### src/rtl/esp_pkg.sv
// Shared constants for the equal-subset partition checker.
// No dependencies; compiled first.
`default_nettype none

package esp_pkg;

    // Width of one set element on the input channel.
    localparam int VALUE_W = 10;

    // Default width of the running total (sums up to twice the default half bound).
    localparam int TOTAL_W = 11;

endpackage : esp_pkg

`default_nettype wire

### src/rtl/esp_ifs.sv
// Valid/ready channel interfaces for the equal-subset partition checker.
// Depends on esp_pkg.
`default_nettype none

interface esp_in_if;
    logic                        valid;
    logic                        ready;
    logic [esp_pkg::VALUE_W-1:0] value;
    logic                        last;

    modport source (output valid, output value, output last, input ready);
    modport sink   (input valid, input value, input last, output ready);
endinterface : esp_in_if

interface esp_out_if #(
    parameter int TOTAL_W = esp_pkg::TOTAL_W
);
    logic               valid;
    logic               ready;
    logic               can_split;
    logic               overflow;
    logic [TOTAL_W-1:0] total;

    modport source (output valid, output can_split, output overflow, output total,
                    input ready);
    modport sink   (input valid, input can_split, input overflow, input total,
                    output ready);
endinterface : esp_out_if

`default_nettype wire

### src/rtl/esp_ram.sv
// Generic RAM: one write port, two read ports with registered read data.
// No dependencies.
`default_nettype none

module esp_ram #(
    parameter int WIDTH = 64,
    parameter int DEPTH = 16
) (
    input  logic                                   clk,
    input  logic                                   we,
    input  logic [((DEPTH > 1) ? $clog2(DEPTH) : 1)-1:0] waddr,
    input  logic [WIDTH-1:0]                       wdata,
    input  logic [((DEPTH > 1) ? $clog2(DEPTH) : 1)-1:0] raddr_a,
    output logic [WIDTH-1:0]                       rdata_a,
    input  logic [((DEPTH > 1) ? $clog2(DEPTH) : 1)-1:0] raddr_b,
    output logic [WIDTH-1:0]                       rdata_b
);

    logic [WIDTH-1:0] mem [DEPTH];

    always_ff @(posedge clk)
    begin
        if (we)
        begin
            mem[waddr] <= wdata;
        end
        rdata_a <= mem[raddr_a];
        rdata_b <= mem[raddr_b];
    end

endmodule : esp_ram

`default_nettype wire

### src/rtl/equal_subset_partition_check.sv
// Equal-subset partition checker: top level.
// Depends on esp_pkg, esp_ifs (esp_in_if, esp_out_if) and esp_ram.
//
// Usage:
//   item   - input beats {value, last}; the elements of one set, the final one with last = 1.
//   result - one output beat per set {can_split, overflow, total}, sent after the final
//            element has been folded in.
// The block keeps a bitset of reachable subset sums (0..MAX_HALF) in a small RAM of
// NUM_WORDS words of WORD_BITS bits. Each element is split into a word offset and a bit
// offset by a shared reciprocal-multiply unit, then the bitset is ORed with a
// shifted copy of itself one word per cycle, walking from the top word down so every read
// sees the old contents.
// Each element is accepted, split and then swept word by word, with the sweep also
// covering the RAM read latency. A zero element or one above MAX_HALF skips the sweep.
// After the final element the half-total is split by the same unit and its bit is
// probed through one RAM read.
// item.ready is high only while the sequencer is idle.
// Reset (rst_n low, asynchronous) clears the total, the overflow flag and the per-word
// valid bits, so every word reads as its reset value (only sum zero reachable) without a
// clearing pass. The same happens when a result is loaded.
// The result sits in an output register; a stalled receiver does not block the next set's
// elements, only the loading of the next result.
`default_nettype none

module equal_subset_partition_check #(
    parameter int MAX_HALF  = 1023,
    parameter int WORD_BITS = 64
) (
    input  logic       clk,
    input  logic       rst_n,
    esp_in_if.sink     item,
    esp_out_if.source  result
);

    localparam int NUM_WORDS = (MAX_HALF + WORD_BITS) / WORD_BITS;
    localparam int AW        = (NUM_WORDS > 1) ? $clog2(NUM_WORDS) : 1;
    localparam int KW        = $clog2(NUM_WORDS + 2);
    localparam int SUM_BOUND = 2 * MAX_HALF;
    localparam int TW        = $clog2(SUM_BOUND + 1);
    localparam int SW        = ((TW > esp_pkg::VALUE_W) ? TW : esp_pkg::VALUE_W) + 1;
    localparam int DW        = $clog2(MAX_HALF + 1);
    localparam int RW        = $clog2(WORD_BITS);
    localparam int SHIFT     = DW + RW;
    localparam int MAGIC     = ((1 << SHIFT) + WORD_BITS - 1) / WORD_BITS;
    localparam int PW        = 2 * DW + 2;
    localparam int TOP_BITS  = MAX_HALF - (NUM_WORDS - 1) * WORD_BITS + 1;
    localparam logic [WORD_BITS-1:0] TOP_MASK = {WORD_BITS{1'b1}} >> (WORD_BITS - TOP_BITS);

    typedef enum logic [5:0] {
        S_IDLE  = 6'b000001,
        S_MUL   = 6'b000010,
        S_SPLIT = 6'b000100,
        S_SWEEP = 6'b001000,
        S_PROBE = 6'b010000,
        S_CHECK = 6'b100000
    } state_t;

    // Control state
    state_t                 state_reg,     state_next;
    logic [TW-1:0]          total_reg,     total_next;
    logic                   ovf_reg,       ovf_next;
    logic                   last_reg,      last_next;
    logic                   final_reg,     final_next;
    logic                   active_reg,    active_next;
    logic [KW-1:0]          k_reg,         k_next;
    logic [NUM_WORDS-1:0]   valid_reg,     valid_next;
    logic                   a_ok_reg,      a_ok_next;
    logic [AW-1:0]          a_addr_reg,    a_addr_next;
    logic [AW-1:0]          b_addr_reg,    b_addr_next;
    logic                   out_valid_reg, out_valid_next;

    // Payload
    logic [DW-1:0]          x_reg,         x_next;
    logic [PW-1:0]          prod_reg,      prod_next;
    logic [AW-1:0]          q_reg,         q_next;
    logic [RW-1:0]          r_reg,         r_next;
    logic [WORD_BITS-1:0]   hi_reg,        hi_next;
    logic                   split_reg,     split_next;
    logic                   oflag_reg,     oflag_next;
    logic [TW-1:0]          otot_reg,      otot_next;

    // Datapath
    logic                   item_fire;
    logic                   result_fire;
    logic [SW-1:0]          accum;
    logic [PW-1:0]          quo_full;
    logic [AW-1:0]          split_q;
    logic [DW-1:0]          rem_full;
    logic [RW-1:0]          split_r;
    logic [KW-1:0]          w_full;
    logic [KW-1:0]          a_src;
    logic                   a_ok;
    logic                   ram_we;
    logic [WORD_BITS-1:0]   rdata_a;
    logic [WORD_BITS-1:0]   rdata_b;
    logic [WORD_BITS-1:0]   a_word;
    logic [WORD_BITS-1:0]   b_word;
    logic [2*WORD_BITS-1:0] pair;
    logic [WORD_BITS-1:0]   new_word;
    logic                   load_result;

    assign item.ready       = (state_reg == S_IDLE);
    assign item_fire        = item.valid && item.ready;
    assign result.valid     = out_valid_reg;
    assign result.can_split = split_reg;
    assign result.overflow  = oflag_reg;
    assign result.total     = otot_reg;
    assign result_fire      = out_valid_reg && result.ready;

    // Running total with saturation at the bound
    assign accum = SW'(total_reg) + SW'(item.value);

    // Shared split unit: word offset by reciprocal multiply, bit offset by back-multiply
    assign quo_full = prod_reg >> SHIFT;
    assign split_q  = quo_full[AW-1:0];
    assign rem_full = x_reg - (DW'(split_q) * DW'(WORD_BITS));
    assign split_r  = rem_full[RW-1:0];

    // Sweep addressing: destination word walks down from the top
    assign w_full = KW'(NUM_WORDS) - k_reg;
    assign a_ok   = (w_full > KW'(q_reg));
    assign a_src  = w_full - KW'(q_reg) - KW'(1);

    // Words never written since the last clear read as their reset value
    always_comb
    begin
        if (!a_ok_reg)
        begin
            a_word = '0;
        end
        else if (valid_reg[a_addr_reg])
        begin
            a_word = rdata_a;
        end
        else
        begin
            a_word = (a_addr_reg == '0) ? WORD_BITS'(1) : '0;
        end

        if (valid_reg[b_addr_reg])
        begin
            b_word = rdata_b;
        end
        else
        begin
            b_word = (b_addr_reg == '0) ? WORD_BITS'(1) : '0;
        end
    end

    assign pair     = {hi_reg, a_word} << r_reg;
    assign new_word = (b_word | pair[2*WORD_BITS-1:WORD_BITS]) &
                      ((b_addr_reg == AW'(NUM_WORDS - 1)) ? TOP_MASK : {WORD_BITS{1'b1}});
    assign ram_we   = (state_reg == S_SWEEP) && (k_reg >= KW'(2));
    assign load_result = (state_reg == S_CHECK) && (!out_valid_reg || result.ready);

    esp_ram #(
        .WIDTH (WORD_BITS),
        .DEPTH (NUM_WORDS)
    ) u_bits (
        .clk     (clk),
        .we      (ram_we),
        .waddr   (b_addr_reg),
        .wdata   (new_word),
        .raddr_a (a_addr_next),
        .rdata_a (rdata_a),
        .raddr_b (b_addr_next),
        .rdata_b (rdata_b)
    );

    // Sequencer
    always_comb
    begin
        state_next     = state_reg;
        total_next     = total_reg;
        ovf_next       = ovf_reg;
        last_next      = last_reg;
        final_next     = final_reg;
        active_next    = active_reg;
        k_next         = k_reg;
        valid_next     = valid_reg;
        a_ok_next      = a_ok_reg;
        a_addr_next    = a_addr_reg;
        b_addr_next    = b_addr_reg;
        out_valid_next = out_valid_reg;
        x_next         = x_reg;
        prod_next      = prod_reg;
        q_next         = q_reg;
        r_next         = r_reg;
        hi_next        = hi_reg;
        split_next     = split_reg;
        oflag_next     = oflag_reg;
        otot_next      = otot_reg;

        if (result_fire)
        begin
            out_valid_next = 1'b0;
        end

        case (state_reg)
            S_IDLE:
            begin
                if (item_fire)
                begin
                    if (accum > SW'(SUM_BOUND))
                    begin
                        total_next = TW'(SUM_BOUND);
                        ovf_next   = 1'b1;
                    end
                    else
                    begin
                        total_next = accum[TW-1:0];
                    end
                    x_next      = DW'(item.value);
                    last_next   = item.last;
                    final_next  = 1'b0;
                    active_next = (item.value != '0) &&
                                  (SW'(item.value) <= SW'(MAX_HALF));
                    state_next  = S_MUL;
                end
            end

            S_MUL:
            begin
                prod_next  = PW'(x_reg) * PW'(MAGIC);
                state_next = S_SPLIT;
            end

            S_SPLIT:
            begin
                q_next = split_q;
                r_next = split_r;
                if (final_reg)
                begin
                    state_next = S_PROBE;
                end
                else if (active_reg)
                begin
                    k_next     = '0;
                    state_next = S_SWEEP;
                end
                else if (last_reg)
                begin
                    // Start the half-total lookup
                    x_next     = DW'(total_reg >> 1);
                    final_next = 1'b1;
                    state_next = S_MUL;
                end
                else
                begin
                    state_next = S_IDLE;
                end
            end

            S_SWEEP:
            begin
                // Issue reads for the next destination word
                a_ok_next   = a_ok;
                a_addr_next = a_ok ? a_src[AW-1:0] : '0;
                b_addr_next = (k_reg == '0) ? '0 : w_full[AW-1:0];
                if (k_reg >= KW'(1))
                begin
                    hi_next = a_word;
                end
                if (ram_we)
                begin
                    valid_next[b_addr_reg] = 1'b1;
                end
                if (k_reg == KW'(NUM_WORDS + 1))
                begin
                    if (last_reg)
                    begin
                        x_next     = DW'(total_reg >> 1);
                        final_next = 1'b1;
                        state_next = S_MUL;
                    end
                    else
                    begin
                        state_next = S_IDLE;
                    end
                end
                else
                begin
                    k_next = k_reg + KW'(1);
                end
            end

            S_PROBE:
            begin
                a_ok_next   = 1'b1;
                a_addr_next = q_reg;
                state_next  = S_CHECK;
            end

            S_CHECK:
            begin
                if (load_result)
                begin
                    split_next     = !ovf_reg && !total_reg[0] && a_word[r_reg];
                    oflag_next     = ovf_reg;
                    otot_next      = total_reg;
                    out_valid_next = 1'b1;
                    // Return to the empty-set state
                    valid_next     = '0;
                    total_next     = '0;
                    ovf_next       = 1'b0;
                    state_next     = S_IDLE;
                end
            end

            default:
            begin
                state_next = S_IDLE;
            end
        endcase
    end

    always_ff @(posedge clk or negedge rst_n)
    begin
        if (!rst_n)
        begin
            state_reg     <= S_IDLE;
            total_reg     <= '0;
            ovf_reg       <= 1'b0;
            last_reg      <= 1'b0;
            final_reg     <= 1'b0;
            active_reg    <= 1'b0;
            k_reg         <= '0;
            valid_reg     <= '0;
            a_ok_reg      <= 1'b0;
            a_addr_reg    <= '0;
            b_addr_reg    <= '0;
            out_valid_reg <= 1'b0;
        end
        else
        begin
            state_reg     <= state_next;
            total_reg     <= total_next;
            ovf_reg       <= ovf_next;
            last_reg      <= last_next;
            final_reg     <= final_next;
            active_reg    <= active_next;
            k_reg         <= k_next;
            valid_reg     <= valid_next;
            a_ok_reg      <= a_ok_next;
            a_addr_reg    <= a_addr_next;
            b_addr_reg    <= b_addr_next;
            out_valid_reg <= out_valid_next;
        end
    end

    always_ff @(posedge clk)
    begin
        x_reg     <= x_next;
        prod_reg  <= prod_next;
        q_reg     <= q_next;
        r_reg     <= r_next;
        hi_reg    <= hi_next;
        split_reg <= split_next;
        oflag_reg <= oflag_next;
        otot_reg  <= otot_next;
    end

    // A positive answer needs an even, non-saturated total
    a_split_consistent: assert property (@(posedge clk) disable iff (!rst_n)
        result.valid && result.can_split |-> !result.overflow && !result.total[0])
        else $error("can_split set with odd or overflowed total");

    // The running total never passes the bound
    a_total_bound: assert property (@(posedge clk) disable iff (!rst_n)
        total_reg <= TW'(SUM_BOUND))
        else $error("running total above bound");

    // Loading a result presents it and returns the state to the empty set
    a_clear_on_result: assert property (@(posedge clk) disable iff (!rst_n)
        load_result |=> result.valid && (valid_reg == '0) && (total_reg == '0) && !ovf_reg)
        else $error("state not cleared after result");

endmodule : equal_subset_partition_check

`default_nettype wire
### src/flat_wrapper.sv
// flat-port wrapper written by rule: the top's interface ports become plain ports
module equal_subset_partition_check_flat 
#(
    parameter int MAX_HALF  = 1023,
    parameter int WORD_BITS = 64
)
  (clk, rst_n, item_valid, item_value, item_last, item_ready, result_valid, result_can_split, result_overflow, result_total, result_ready);
  esp_in_if item_i ();
  esp_out_if result_i ();
  input  logic clk;
  input  logic rst_n;
  input wire logic [$bits(item_i.valid)-1:0] item_valid;
  input wire logic [$bits(item_i.value)-1:0] item_value;
  input wire logic [$bits(item_i.last)-1:0] item_last;
  output wire logic [$bits(item_i.ready)-1:0] item_ready;
  output wire logic [$bits(result_i.valid)-1:0] result_valid;
  output wire logic [$bits(result_i.can_split)-1:0] result_can_split;
  output wire logic [$bits(result_i.overflow)-1:0] result_overflow;
  output wire logic [$bits(result_i.total)-1:0] result_total;
  input wire logic [$bits(result_i.ready)-1:0] result_ready;
  assign item_i.valid = item_valid;
  assign item_i.value = item_value;
  assign item_i.last = item_last;
  assign item_ready = item_i.ready;
  assign result_valid = result_i.valid;
  assign result_can_split = result_i.can_split;
  assign result_overflow = result_i.overflow;
  assign result_total = result_i.total;
  assign result_i.ready = result_ready;
  equal_subset_partition_check #(.MAX_HALF(MAX_HALF), .WORD_BITS(WORD_BITS)) u_core (.clk(clk), .rst_n(rst_n), .item(item_i), .result(result_i));
endmodule
### config.mk
export PLATFORM = sky130hd
export DESIGN_NAME = equal_subset_partition_check_flat
export DESIGN_NICKNAME = d
export VERILOG_FILES = /design/src/rtl/esp_pkg.sv /design/src/rtl/esp_ifs.sv /design/src/rtl/esp_ram.sv /design/src/rtl/equal_subset_partition_check.sv /design/src/flat_wrapper.sv
export SDC_FILE = /design/constraint.sdc
export NUM_CORES = 2
export LEC_CHECK = 0
export BUFFER_PORTS_ARGS = -buffer_cell sky130_fd_sc_hd__buf_4
export CAP_MARGIN = 10
export CORE_ASPECT_RATIO = 0.75
export CORE_MARGIN = 2
export CORE_UTILIZATION = 50
export DETAILED_ROUTE_END_ITERATION = 6
export PLACE_DENSITY = 0.76
export SETUP_SLACK_MARGIN = 0.15
export SLEW_MARGIN = 20
export SYNTH_ARGS = -nofsm -noshare
export SYNTH_HDL_FRONTEND = slang
export SYNTH_SLANG_ARGS = --single-unit
### constraint.sdc
create_clock -name clk -period 8.8 [get_ports clk]
set_input_delay 0.88 -clock clk [delete_from_list [all_inputs] [get_ports clk]]
set_output_delay 0.88 -clock clk [all_outputs]
set_load 0.01 [all_outputs]
## Word-level counts from Yosys, hierarchy flattened

Memory sizes are Yosys's and may differ from the RTL's. A register that Yosys moved wholly into a read port is not among the register bits.
Cells that the tools add are included.

| storage, ports and cells | value |
|---|---|
| bits in writable memories | 1024 |
| bits of input ports | 15 |
| output and inout port bits | 15 |
| flip-flop bits (word level) | 159 |
| memories | 1 |

Memories:

| name | depth | bits a word | read ports | clocked after Yosys merged registers in | wr ports | line | RTL |
|---|---|---|---|---|---|---|---|
| u_core.u_bits.mem | 16 | 64 | 2 | 2 | 1 | esp_ram.sv:19 | `logic [WIDTH-1:0] mem [DEPTH];` |

| cells by class | value |
|---|---|
| $lt $le $gt $ge | 8 |
| mux-type cells | 58 |
| reduce and logical (&&, ||, !) cells | 30 |
| shift-type cells | 1 |
| bitwise gates (word level) | 2 |
| equal/unequal tests | 17 |
| add/subtract/negate cells | 6 |

Operators with widths:

| cell | number |
|---|---|
| $mux 64 | 3 |
| $shl 128x6->128 | 1 |
| $or 64x64->64 | 1 |
| $mux 10 | 5 |
| $pmux 6 s6 | 1 |
| $mux 11 | 3 |
| $mux 16 | 2 |
| $pmux 16 s2 | 1 |
| $mux 6 | 5 |
| $pmux 10 s3 | 1 |
| $pmux 11 s2 | 1 |
| $mux 1 | 20 |
| $or 16x16->16 | 1 |
| $mux 5 | 3 |
| $add 11x10->12 | 1 |
| $gt 12x11->1 const B | 1 |
| $mux 4 | 3 |
| $ne 2x2->1 const B | 6 |
| $reduce_and 4->1 | 3 |
| $lt 4x5->1 const B | 2 |
| $pmux 5 s2 | 1 |
| $reduce_bool 10->1 | 1 |
| $reduce_and 3->1 | 3 |
| $bmux 1 s4 | 2 |
| 33 further kinds | 51 |

## Longest topological paths before layout

| depth | value |
|---|---|
| depth after elaboration | 7 |
| gate-level depth with buffers | 16 |
| depth with buffers taken out | 13 |

## By module

Synthesis repeated with hierarchy kept, for this count alone.

| unflattened totals | value |
|---|---|
| cells, all modules | 3876 |
| area, all modules | 64322.9 um^2 |

By module, submodules not included:

| module | times used | cells each | area each (um^2) |
|---|---|---|---|
| esp_ram | 1 | 2247 | 48298.8 |
| equal_subset_partition_check | 1 | 1629 | 16024.1 |

## Least setup slack after synthesis

Ideal clock, no wire load.

| timing | value |
|---|---|
| kind | register to register |
| from | register u_core.state_reg[1] |
| to | memory u_core.u_bits.mem[3][0], enable pin |
| data arrival time | 6.162 ns |
| library setup time | 0.564 ns |
| cell stages (with the launch flop) | 8 |
| slack | 2.074 ns |
| cells stage by stage | dfrtp_1 clkbuf_1 nor4b_2 nand2_1 clkbuf_1 a21oi_1 nand3_1 nor3_1 |

| on the way | value |
|---|---|
| cells in the longest elaborated chain, start to end | 4 |

RTL lines:

| what | line | RTL |
|---|---|---|
| from (decl) | equal_subset_partition_check.sv:59 | `state_t state_reg, state_next;` |
| from (signal assigned) | equal_subset_partition_check.sv:336 | `state_reg <= state_next;` |
| $eq 6x4->1 | equal_subset_partition_check.sv:153 | `assign ram_we = (state_reg == S_SWEEP) && (k_reg >= KW'(2));` |
| $logic_and 1x1->1 | equal_subset_partition_check.sv:153 |  |
| $mux 1 | esp_ram.sv:23 | `if (we)` |
| $mux 1 (not written as such) | esp_ram.sv:25 | `mem[waddr] <= wdata;` |
| to (decl) | esp_ram.sv:19 |  |

No other way between the ends.

## Worst setup path after layout

| timing | value |
|---|---|
| from | register u_core.k_reg[0] |
| to | register u_core.u_bits.rdata_a[48], read port of u_core.u_bits.mem |

| on the way | value |
|---|---|
| cells in the longest elaborated chain, start to end | 5 |
| elaborated cells between the ends (all ways) | 6 |
| classes of those cells | add/sub: 3; order compare: 1; mux: 2 |

RTL lines:

| what | line | RTL |
|---|---|---|
| from (decl) | equal_subset_partition_check.sv:65 | `logic [KW-1:0] k_reg, k_next;` |
| from (signal assigned) | equal_subset_partition_check.sv:342 | `k_reg <= k_next;` |
| $sub 5x5->5 (*) | equal_subset_partition_check.sv:120 | `assign w_full = KW'(NUM_WORDS) - k_reg;` |
| $sub 4x4->4 | equal_subset_partition_check.sv:122 | `assign a_src = w_full - KW'(q_reg) - KW'(1);` |
| $sub 4x1->4 | equal_subset_partition_check.sv:122 |  |
| $mux 4 (*) | equal_subset_partition_check.sv:258 | `a_addr_next = a_ok ? a_src[AW-1:0] : '0;` |
| $pmux 4 s2 (*) | equal_subset_partition_check.sv:199 | `case (state_reg)` |
| to (decl) | esp_ram.sv:14 | `output logic [WIDTH-1:0] rdata_a,` |

Mark *: on every way between the ends. The rest lies on a longest branch, timed or not.
A chain may end at the register's enable or synchronous reset.

==> impl_metrics.py <==
metrics = {
    "setup_path": {
        "r2r_start": "u_core.k_reg[0]",
        "path_class": "reg2reg",
        "critPathArrivalTime_ps": 6090,
        "crit_path_end_kind": "register",
        "crit_required_ps": 9520,
        "critPathLaunchType": "register",
        "crit_fanout": 163,
        "timing.rr.end": "u_core.u_bits.rdata_a[48]",
        "reg2reg_slack_ps": 3440,
        "reg2reg_depth": 16,
    },
    "run": {
        "maxCapViolCount": 0,
    },
    "synthesis": {
        "synth_edf_count": 1125,
        "syn_area_um2": 69700,
        "synth_top_area_cell": "edfxtp_1",
        "synthCells": 5919,
        "yosys_register_bits": 1305,
        "synth_fp_nets": 5956,
        "synth_area_leaders": "edfxtp_1 (48%), mux4_2 (6.5%), a211oi_1 (5.9%), mux2i_1 (5.3%), nand2_1 (3.9%)",
        "ys.flop_type": "edfxtp_1",
        "yosys_warnings": 0,
        "synthArstFlopShare": 0.0398,
        "seq_area_frac_synth": 0.540,
        "ys_types": 85,
        "avgSynthCellArea_um2": 11.8,
        "synth_top_area_frac": 0.485,
    },
    "layout": {
        "final-seq-area_um2": 37600,
        "drive_gt1_frac": 0.118,
        "final_core_util": 0.546,
        "largest_reg_flops": 1024,
        "top_register": "u_core.u_bits.mem",
        "stdcell_area_um2": 75400,
        "fin_cells": 7584,
        "fillers": 11200,
        "multi_input_area_um2": 28800,
        "final_nets": 5649,
        "area_growth_pct": 8.21,
    },
    "die": {
        "initial_core_util": 0.504,
        "rows": 118,
        "pin_count": 30,
        "coreArea_um2": 138000,
        "die-height_um": 327,
        "die_area_um2": 142000,
        "dieWidth_um": 435,
    },
    "sta": {
        "setup_viol": 0,
        "hold_viol_final": 0,
        "tightest_slew_ps": 1420,
        "slew_violations": 0,
        "timing.final.ws_setup_ps": 3440,
        "post-route-period-util": 0.610,
        "fin_tns_setup_ps": 0,
        "skew_ps": 41.4,
        "period_minus_slack_ps": 5360,
        "maxSlewHeadroom": 0.0523,
        "max_freq_mhz": 186,
        "holdWs_ps": 110,
        "rsz0062_at_grt": "false",
    },
    "clock_tree": {
        "cts_resized": 0,
        "postCtsHoldBufs": 0,
        "htreeDepth": 4,
        "cts.clk_slew.worst_paths_ps": 60,
        "clockRootBuffer": "clkbuf_16",
        "cts_buffers": 130,
        "cts_tree": "yes",
        "post_cts_buffers": 0,
        "clk_latency_ps": 800,
        "cts_sinks": 1305,
        "clockBufferDepth": 3,
    },
    "drt": {
        "drt_first_pass_iters": 7,
        "wire_per_inst_um": 31.2,
        "drt-initial-drc-count": 9730,
        "wl_um": 237000,
        "num_vias": 55500,
        "drc": 2,
        "antenna_left": 0,
        "vias_per_cell": 7.32,
    },
    "power_and_ir_drop": {
        "fin_total_pwr_mw": 21.5,
        "powerDensity_nw_per_um2": 285,
        "leakage_nw": 24.6,
        "peakVddDrop_mv": 0.359,
    },
    "global_routing": {
        "grt_util_met2": 0.448,
        "use_met1": 0.455,
        "grt_pass1_vias": 52300,
        "busiest_layer": "met1",
        "antenna_found_initial": 7,
        "grt_max_degree": 198,
        "grt_overflow": 0,
        "grt.total_usage": 0.322,
        "grt_pass1_wl_um": 346000,
        "grt_use_met3": 0.110,
    },
    "placement": {
        "place_congestion": 1.05,
        "place_area_um2": 71000,
        "io_buffers": 29,
        "dp_cells": 7331,
        "dp_slack_ps": 3570,
        "hpwlAfterDp_um": 133000,
    },
    "run_status": {
        "status": "complete, but fails checks",
        "violations": "design-rule violations",
    },
    "worst_hold_path": {
        "hold_path.class": "in2async",
    },
}
logic make-up (layout without fill, tap and decap cells):
group                      count (synthesis)  after routing  synth area share
AOI/OAI and AO/OA                       1492           1492             0.162
xor gates and xnor gates                  12             12           0.00151
adders and majority gates                 22             22           0.00416
buffers and inverters                    833            634            0.0505
DFF                                     1305           1305             0.540
muxes                                    636            636             0.129
other                                      0              4                 0
and+or+nand+nor                         1619           1619             0.113
layout by cell type (no fill, tap or decap), types with 13 or more instances in the layout:
master / n
inv_1: 223
ha_1: 20
and2_0: 51
a31oi_1: 22
edfxtp_1: 1125
a211oi_1: 547
nor3_1: 21
a21oi_1: 149
o211ai_1: 22
and3_1: 17
dfxtp_1: 128
nor4_1: 390
mux4_2: 201
dfrtp_1: 51
and2_1: 153
a21o_1: 13
nand2_1: 725
buf_12: 18
o31a_1: 66
o21ai_0: 79
mux2_2: 64
a311oi_1: 128
buf_4: 137
clkbuf_1: 42
clkbuf_16: 130
a32oi_1: 67
o2111a_1: 64
nand3_1: 26
clkinv_1: 13
nor2_1: 157
o31ai_1: 194
mux2i_1: 369
nor2_4: 15
a221o_1: 15
routing by layer:
layer / wire (um) / up-vias
met3: 38200 / 822
met5: 56 / -
met1: 89300 / 27000
met4: 11000 / 8
met2: 98400 / 4850
li1: - / 22800
worst max-delay path by stage:
stage | startpoint | to
5_1_grt | u_core.k_reg[0] | u_core.u_bits.rdata_a[63]
3_5_place_dp | u_core.k_reg[0] | u_core.u_bits.rdata_a[5]
3_3_place_gp | u_core.k_reg[0] | u_core.u_bits.rdata_a[33]
6_report | u_core.k_reg[0] | u_core.u_bits.rdata_a[48]
4_1_cts | u_core.k_reg[0] | u_core.u_bits.rdata_a[5]
2_1_floorplan | u_core.state_reg[1] | u_core.u_bits.mem[3][0]
synthesized netlist by cell type, drive strengths merged (51+ instances only):
| cell type | count |
|---|---|
| dfrtp | 51 |
| inv | 229 |
| a211oi | 547 |
| dfxtp | 128 |
| and2 | 205 |
| o31ai | 194 |
| o21ai | 86 |
| a21oi | 152 |
| nor2 | 173 |
| mux2 | 64 |
| edfxtp | 1125 |
| a311oi | 128 |
| a32oi | 67 |
| mux4 | 202 |
| buf | 192 |
| mux2i | 370 |
| clkbuf | 410 |
| o2111a | 64 |
| o31a | 68 |
| nor4 | 391 |
| nand2 | 726 |
final cells by class:
type,instances,share of cell area
multi-input cells,3781,0.382
well taps,1860,0.0309
clock inverters,57,0.00936
flip-flops and latches,1305,0.499
clock buffers,183,0.0472
inverters,231,0.0119
repair buffers,163,0.0194
diodes,4,0.000133
worst max-delay path, stage by stage (launching register included):
cell and delay, ps:
dfrtp_1 500, inv_1 150, ha_1 240, xor2_1 210, inv_1 80, ha_1 340, o21ai_0 120, a21oi_1 320
o211ai_4 130, buf_12 250, a21o_4 310, inv_8 370, buf_16 360, buf_12 580, nor4_1 80, o31ai_1 400
o2111a_1 240
where the power goes:
part | total [mW] | internal (mW) | leakage (nW) | switching [mW]
clock network | 5.66 | 3.14 | 2.05 | 2.52
registers | 8.32 | 7.55 | 11.9 | 0.771
logic | 7.54 | 2.45 | 10.6 | 5.09
Power figures use the tool's default switching activity.
